### src/rtl/hmti_pkg.sv
package hmti_pkg;

    // grid and fixed point geometry
    localparam int MAX_SQUARES  = 256;
    localparam int SQUARE_SHIFT = 3;
    localparam int FRAC_BITS    = 8;
    localparam int FULL_BITS    = FRAC_BITS + SQUARE_SHIFT;
    localparam int CORNER_DIM   = MAX_SQUARES + 1;
    localparam int STORE_DEPTH  = CORNER_DIM * CORNER_DIM;
    localparam int ADDR_W       = $clog2(STORE_DEPTH);

    // field widths
    localparam int POS_W     = 19;
    localparam int CORNER_W  = 9;
    localparam int H_W       = 24;
    localparam int WIDTH_W   = 9;
    localparam int CFG_W     = 19;
    localparam int CFG_IDX_W = 2;

    // derived datapath widths
    localparam int STRIDE_W = $clog2(MAX_SQUARES + 2);
    localparam int IDX_W    = POS_W - FULL_BITS;
    localparam int MUL_W    = (CORNER_W > IDX_W) ? CORNER_W : IDX_W;
    localparam int LIN_W    = MUL_W + STRIDE_W + 1;
    localparam int WGT_W    = FULL_BITS + 1;
    localparam int DIFF_W   = H_W + 1;
    localparam int TERM_W   = H_W + 2;
    localparam int PROD_W   = WGT_W + 1 + DIFF_W;
    localparam int SUM_W    = H_W + 4;

    localparam logic [WGT_W-1:0] WGT_ONE = WGT_W'(1) << FULL_BITS;

    // reset values of the configuration registers
    localparam logic [STRIDE_W-1:0] STRIDE_RESET = STRIDE_W'(MAX_SQUARES + 1);
    localparam logic [POS_W-1:0]    MAX_X_RESET  = POS_W'(524032);
    localparam logic [POS_W-1:0]    MAX_Z_RESET  = POS_W'(524032);

    // command codes
    localparam logic CMD_WRITE = 1'b0;
    localparam logic CMD_QUERY = 1'b1;

    // configuration register indexes
    localparam logic [CFG_IDX_W-1:0] CFG_MAP_WIDTH = CFG_IDX_W'(0);
    localparam logic [CFG_IDX_W-1:0] CFG_MAX_X     = CFG_IDX_W'(1);
    localparam logic [CFG_IDX_W-1:0] CFG_MAX_Z     = CFG_IDX_W'(2);

    typedef struct packed {
        logic                    we;
        logic [LIN_W-1:0]        addr;
        logic signed [H_W-1:0]   data;
    } wr_req_t;

    typedef struct packed {
        logic                    tri_br;
        logic [FULL_BITS-1:0]    fx;
        logic [FULL_BITS-1:0]    fz;
    } tri_ctl_t;

endpackage

### src/rtl/hmti_blend.sv
module hmti_blend (
    input  logic                                aclk,
    input  logic                                aresetn,
    input  logic                                en,
    input  logic                                in_valid,
    input  hmti_pkg::tri_ctl_t                  ctl,
    input  logic signed [hmti_pkg::H_W-1:0]     h00,
    input  logic signed [hmti_pkg::H_W-1:0]     h10,
    input  logic signed [hmti_pkg::H_W-1:0]     h01,
    input  logic signed [hmti_pkg::H_W-1:0]     h11,
    output logic                                out_valid,
    output logic signed [hmti_pkg::H_W-1:0]     height
);

    logic signed [hmti_pkg::H_W-1:0]    base_next;
    logic signed [hmti_pkg::DIFF_W-1:0] d1_next, d2_next;
    logic [hmti_pkg::WGT_W-1:0]         w1_next, w2_next;

    logic                               d_valid_reg;
    logic signed [hmti_pkg::H_W-1:0]    d_base_reg;
    logic signed [hmti_pkg::DIFF_W-1:0] d1_reg, d2_reg;
    logic [hmti_pkg::WGT_W-1:0]         w1_reg, w2_reg;

    logic signed [hmti_pkg::PROD_W-1:0] p1, p2;

    logic                               e_valid_reg;
    logic signed [hmti_pkg::H_W-1:0]    e_base_reg;
    logic signed [hmti_pkg::TERM_W-1:0] t1_reg, t2_reg;

    logic signed [hmti_pkg::SUM_W-1:0]  sum;
    logic                               sat_hi, sat_lo;

    // pick triangle: anchor corner, edge differences and weights
    always_comb begin
        if (!ctl.tri_br) begin
            base_next = h00;
            d1_next   = hmti_pkg::DIFF_W'(h10) - hmti_pkg::DIFF_W'(h00);
            d2_next   = hmti_pkg::DIFF_W'(h01) - hmti_pkg::DIFF_W'(h00);
            w1_next   = hmti_pkg::WGT_W'(ctl.fx);
            w2_next   = hmti_pkg::WGT_W'(ctl.fz);
        end else begin
            base_next = h11;
            d1_next   = hmti_pkg::DIFF_W'(h01) - hmti_pkg::DIFF_W'(h11);
            d2_next   = hmti_pkg::DIFF_W'(h10) - hmti_pkg::DIFF_W'(h11);
            w1_next   = hmti_pkg::WGT_ONE - hmti_pkg::WGT_W'(ctl.fx);
            w2_next   = hmti_pkg::WGT_ONE - hmti_pkg::WGT_W'(ctl.fz);
        end
    end

    // difference stage
    always_ff @(posedge aclk) begin
        if (!aresetn) begin
            d_valid_reg <= 1'b0;
        end else if (en) begin
            d_valid_reg <= in_valid;
        end
    end

    always_ff @(posedge aclk) begin
        if (en) begin
            d_base_reg <= base_next;
            d1_reg     <= d1_next;
            d2_reg     <= d2_next;
            w1_reg     <= w1_next;
            w2_reg     <= w2_next;
        end
    end

    // weighted terms, arithmetic shift floors toward minus infinity
    assign p1 = $signed({1'b0, w1_reg}) * d1_reg;
    assign p2 = $signed({1'b0, w2_reg}) * d2_reg;

    always_ff @(posedge aclk) begin
        if (!aresetn) begin
            e_valid_reg <= 1'b0;
        end else if (en) begin
            e_valid_reg <= d_valid_reg;
        end
    end

    always_ff @(posedge aclk) begin
        if (en) begin
            e_base_reg <= d_base_reg;
            t1_reg     <= p1[hmti_pkg::FULL_BITS+hmti_pkg::TERM_W-1:hmti_pkg::FULL_BITS];
            t2_reg     <= p2[hmti_pkg::FULL_BITS+hmti_pkg::TERM_W-1:hmti_pkg::FULL_BITS];
        end
    end

    // final sum with saturation to the height range
    assign sum = hmti_pkg::SUM_W'(e_base_reg) + hmti_pkg::SUM_W'(t1_reg)
               + hmti_pkg::SUM_W'(t2_reg);
    assign sat_hi = !sum[hmti_pkg::SUM_W-1] && (|sum[hmti_pkg::SUM_W-2:hmti_pkg::H_W-1]);
    assign sat_lo = sum[hmti_pkg::SUM_W-1] && !(&sum[hmti_pkg::SUM_W-2:hmti_pkg::H_W-1]);

    always_comb begin
        if (sat_hi) begin
            height = {1'b0, {(hmti_pkg::H_W-1){1'b1}}};
        end else if (sat_lo) begin
            height = {1'b1, {(hmti_pkg::H_W-1){1'b0}}};
        end else begin
            height = sum[hmti_pkg::H_W-1:0];
        end
    end

    assign out_valid = e_valid_reg;

endmodule

### config.mk
export PLATFORM = sky130hd
export DESIGN_NAME = hmti_blend
export DESIGN_NICKNAME = d
export VERILOG_FILES = /design/src/rtl/hmti_pkg.sv /design/src/rtl/hmti_blend.sv
export SDC_FILE = /design/constraint.sdc
export NUM_CORES = 2
export LEC_CHECK = 0
export BUFFER_PORTS_ARGS = -buffer_cell sky130_fd_sc_hd__buf_2
export CORE_MARGIN = 5
export CORE_UTILIZATION = 40
export DETAILED_ROUTE_END_ITERATION = 6
export SETUP_SLACK_MARGIN = 0.3
export SLEW_MARGIN = 20
export SYNTH_ARGS = -nofsm -noshare
export SYNTH_HDL_FRONTEND = slang
export SYNTH_SLANG_ARGS = --single-unit
### constraint.sdc
create_clock -name aclk -period 7.3 [get_ports aclk]
set_clock_uncertainty 0.2 [all_clocks]
set_input_delay 1.46 -clock aclk [delete_from_list [all_inputs] [get_ports aclk]]
set_output_delay 1.46 -clock aclk [all_outputs]
set_load 0.02 [all_outputs]
==> flow_summary.toml <==
[floorplan]
dieWidth_um = 298.1
initial_core_util_pct = 40.36
dieArea_sq_um = 88840
boundaryPins = 148
die_h_um = 298.1
fp-row-count = 105
core_sq_um = 82240

[global_route]
antenna_found_initial = 6
overflow = 0
grt_use_total_pct = 19.85
grt_max_degree = 94
grt_pass1_vias = 24874
grt_pass1_wl_mm = 138.9

[drt]
drc = 0
dr.first_iter.drc_count = 1640
via_per_inst = 5.091
dr.pass1.iters = 6
num_vias = 24197
final_antenna_net_count = 0
wl_per_cell_um = 18.19
drt-total-wl_mm = 86.48

[sta]
fin_crit_sh_pct = 91.98
min_period_ns = 6.715
timing.fmax_mhz = 148.9
tightest_slew_ns = 0.8973
setup_violations = 0
grt_setup_unrepaired = "true"
timing.setup.tns_ns = 0
hold_viol = 0
drv_slew = 0
slew_headroom_pct = 40.18

[cts]
clock_sinks = 176
cts_hold_buf = 0
cts-root-buf = "clkbuf_16"
htree_levels = 4
cts.clk_slew.worst_paths_ns = 0.08
numCtsBuffers = 17
cts_tree = "built"
clk_path_buf_depth = 2
clock_latency_ns = 0.49

[setup_path]
endpoint_kind = "primary output"
crit_type = "register to primary output"
path_max_fanout = 23
worstSetupStartpointType = "register"
crit_required_ns = 5.64
crit_arrival_ns = 5.05

[logic_synthesis]
yosysSeqAreaShare_pct = 15.86
syn_inst = 3578
synth-edff-count = 174
postSynthAreaPerCell_sq_um = 9.276
synth_area_sq_um = 33190
yosysWarningCount = 0
synth.distinct_cells = 81
synthFlopType = "edfxtp_1"
async_flop_share_pct = 0
ys_ff_latch = 176
syn_nets = 4540

[status]
status = "complete, no violations"

[finish]
fin_nets = 4631
fillers = 8075
layout-drive-gt1-share_pct = 7.387
finalNonFillerCells = 4753
area_growth_pct = 8.079

[placed_design]
port_buffers = 147
gp_congestion = 0.9265
dpl.cell_count = 4712
hpwl_mm = 72.58

[worst_hold_path]
holdCritPathClass = "register to register"

[job]
maxCapViolCount = 0
final timing paths:
kind	from	end	slack, ns	cells after the start
setup / recovery	t1_reg[1]	height[13]	0.59	16
setup reg to reg	w2_reg[8]	t2_reg[25]	0.59	19
hold reg to reg	d_base_reg[17]	e_base_reg[17]	0.22	0
hold / removal	d_base_reg[17]	e_base_reg[17]	0.22	0
layer usage:
layer / track usage (%) / up-vias / part of all wire, % / routed length [um]
li1: - / 11399 / - / -
met1: 29.08 / 12118 / 48 / 41110
met2: 31.51 / 593 / 45 / 39190
met3: 2.963 / 79 / 5.3 / 4560
met4: 4.120 / 8 / 1.8 / 1572
met5: 0 / - / 0.053 / 46
cells by family (layout without fill, tap and decap cells):
| family | after synthesis | in the layout | share of synthesized area, % |
|---|---|---|---|
| and+or+nand+nor | 992 | 992 | 14.91 |
| AOI/OAI and AO/OA | 502 | 502 | 10.00 |
| xor gates and xnor gates | 162 | 162 | 4.275 |
| adders and majority gates | 839 | 839 | 44.27 |
| other | 0 | 1 | 0 |
| DFF | 176 | 176 | 15.86 |
| buffers and inverters | 888 | 992 | 10.10 |
| muxes | 19 | 19 | 0.5805 |
metrics by stage:
step / setup slack, ns / hold WS, ns / area (sq um) / util, %
after global routing: 0.2797 / 0.2259 / 35870 / 43.61
final: 0.5854 / 0.2159 / 35870 / 43.62
after floorplan: 1.051 / 0.2003 / 33190 / -
after global placement: 0.5102 / 0.2014 / 35130 / 42.72
after CTS: 0.4415 / 0.2175 / 35760 / 43.48
after detailed placement: 0.5020 / 0.2054 / 35130 / 42.72
cell usage in the layout, fill, tap and decap left out, types with 11 or more instances in the layout:
cell type and n:
o31ai_1 13, nand4_1 16, nand3_1 25, nor3_1 28, inv_1 756, and3_1 12
clkbuf_16 17, ha_1 280, and2_1 297, fa_1 559, xnor2_1 121, edfxtp_1 174
nor2b_1 34, o21bai_1 11, buf_4 53, nand2_1 409, nand2b_1 38, nor2_1 85
xor2_1 41, a21o_1 74, buf_2 145, o21a_1 31, o21ai_0 119, a21oi_1 135
or3_1 16, mux2i_1 17
synthesized netlist by cell type, types with 5 or more instances:
cell / instances / share of area [%]
a21boi_0: 7 / 0.16
nor4_1: 7 / 0.13
a41oi_1: 5 / 0.13
o21bai_1: 11 / 0.25
o211ai_1: 10 / 0.23
nand3b_1: 7 / 0.16
edfxtp_1: 174 / 16
mux2i_1: 17 / 0.51
nor3_1: 28 / 0.42
o2111ai_1: 5 / 0.13
a21o_1: 74 / 1.7
a211oi_1: 10 / 0.23
o21ai_0: 119 / 1.8
xnor2_1: 121 / 3.2
and2_1: 297 / 5.6
nand4_1: 16 / 0.30
xor2_1: 41 / 1.1
a211o_1: 8 / 0.21
inv_1: 756 / 8.5
nor2_1: 85 / 0.96
and4_1: 5 / 0.13
o21a_1: 31 / 0.70
fa_1: 559 / 34
a31o_2: 6 / 0.16
and3_1: 12 / 0.23
nor2b_1: 34 / 0.64
or3_1: 16 / 0.30
nand2b_1: 38 / 0.72
o21ai_1: 5 / 0.075
ha_1: 280 / 11
nand2_1: 409 / 4.6
a31oi_1: 8 / 0.15
clkbuf_1: 125 / 1.4
o31ai_1: 13 / 0.29
a21oi_1: 135 / 2.0
nand3_1: 25 / 0.38
layout make-up:
type / instances / area, sq um / area share [%]
inverters: 756 / 2838 / 7.911
clock inverters: 15 / 200.2 / 0.5581
multi-input cells: 2514 / 24600 / 68.59
flip-flops and latches: 176 / 5265 / 14.68
repair buffers: 204 / 1199 / 3.341
diodes: 1 / 2.502 / 0.006976
well taps: 1070 / 1339 / 3.732
clock buffers: 17 / 425.4 / 1.186
worst max-delay path, cell delays in order (launching register included):
cell and delay, ns:
edfxtp_1 0.44, fa_1 0.53, ha_1 0.21, inv_1 0.08
fa_1 0.43, nand2b_1 0.20, a21oi_1 0.20, a211oi_2 0.08
o21ai_1 0.18, buf_4 0.17, a211oi_2 0.10, o41ai_4 0.48
a31oi_1 0.17, xnor2_1 0.17, o41a_2 0.62, a21o_1 0.31
buf_2 0.18
what timing repair did:
item	CTS	global route
gates cloned	0	0
setup endpoints to repair	23	32
pin swaps	0	1
buffers inserted	0	8
gates resized for setup	2	3
hold endpoints to repair	0	0
Power is not shown: default switching activity piles up to over one toggle a cycle in this logic, so the estimate is an artifact.
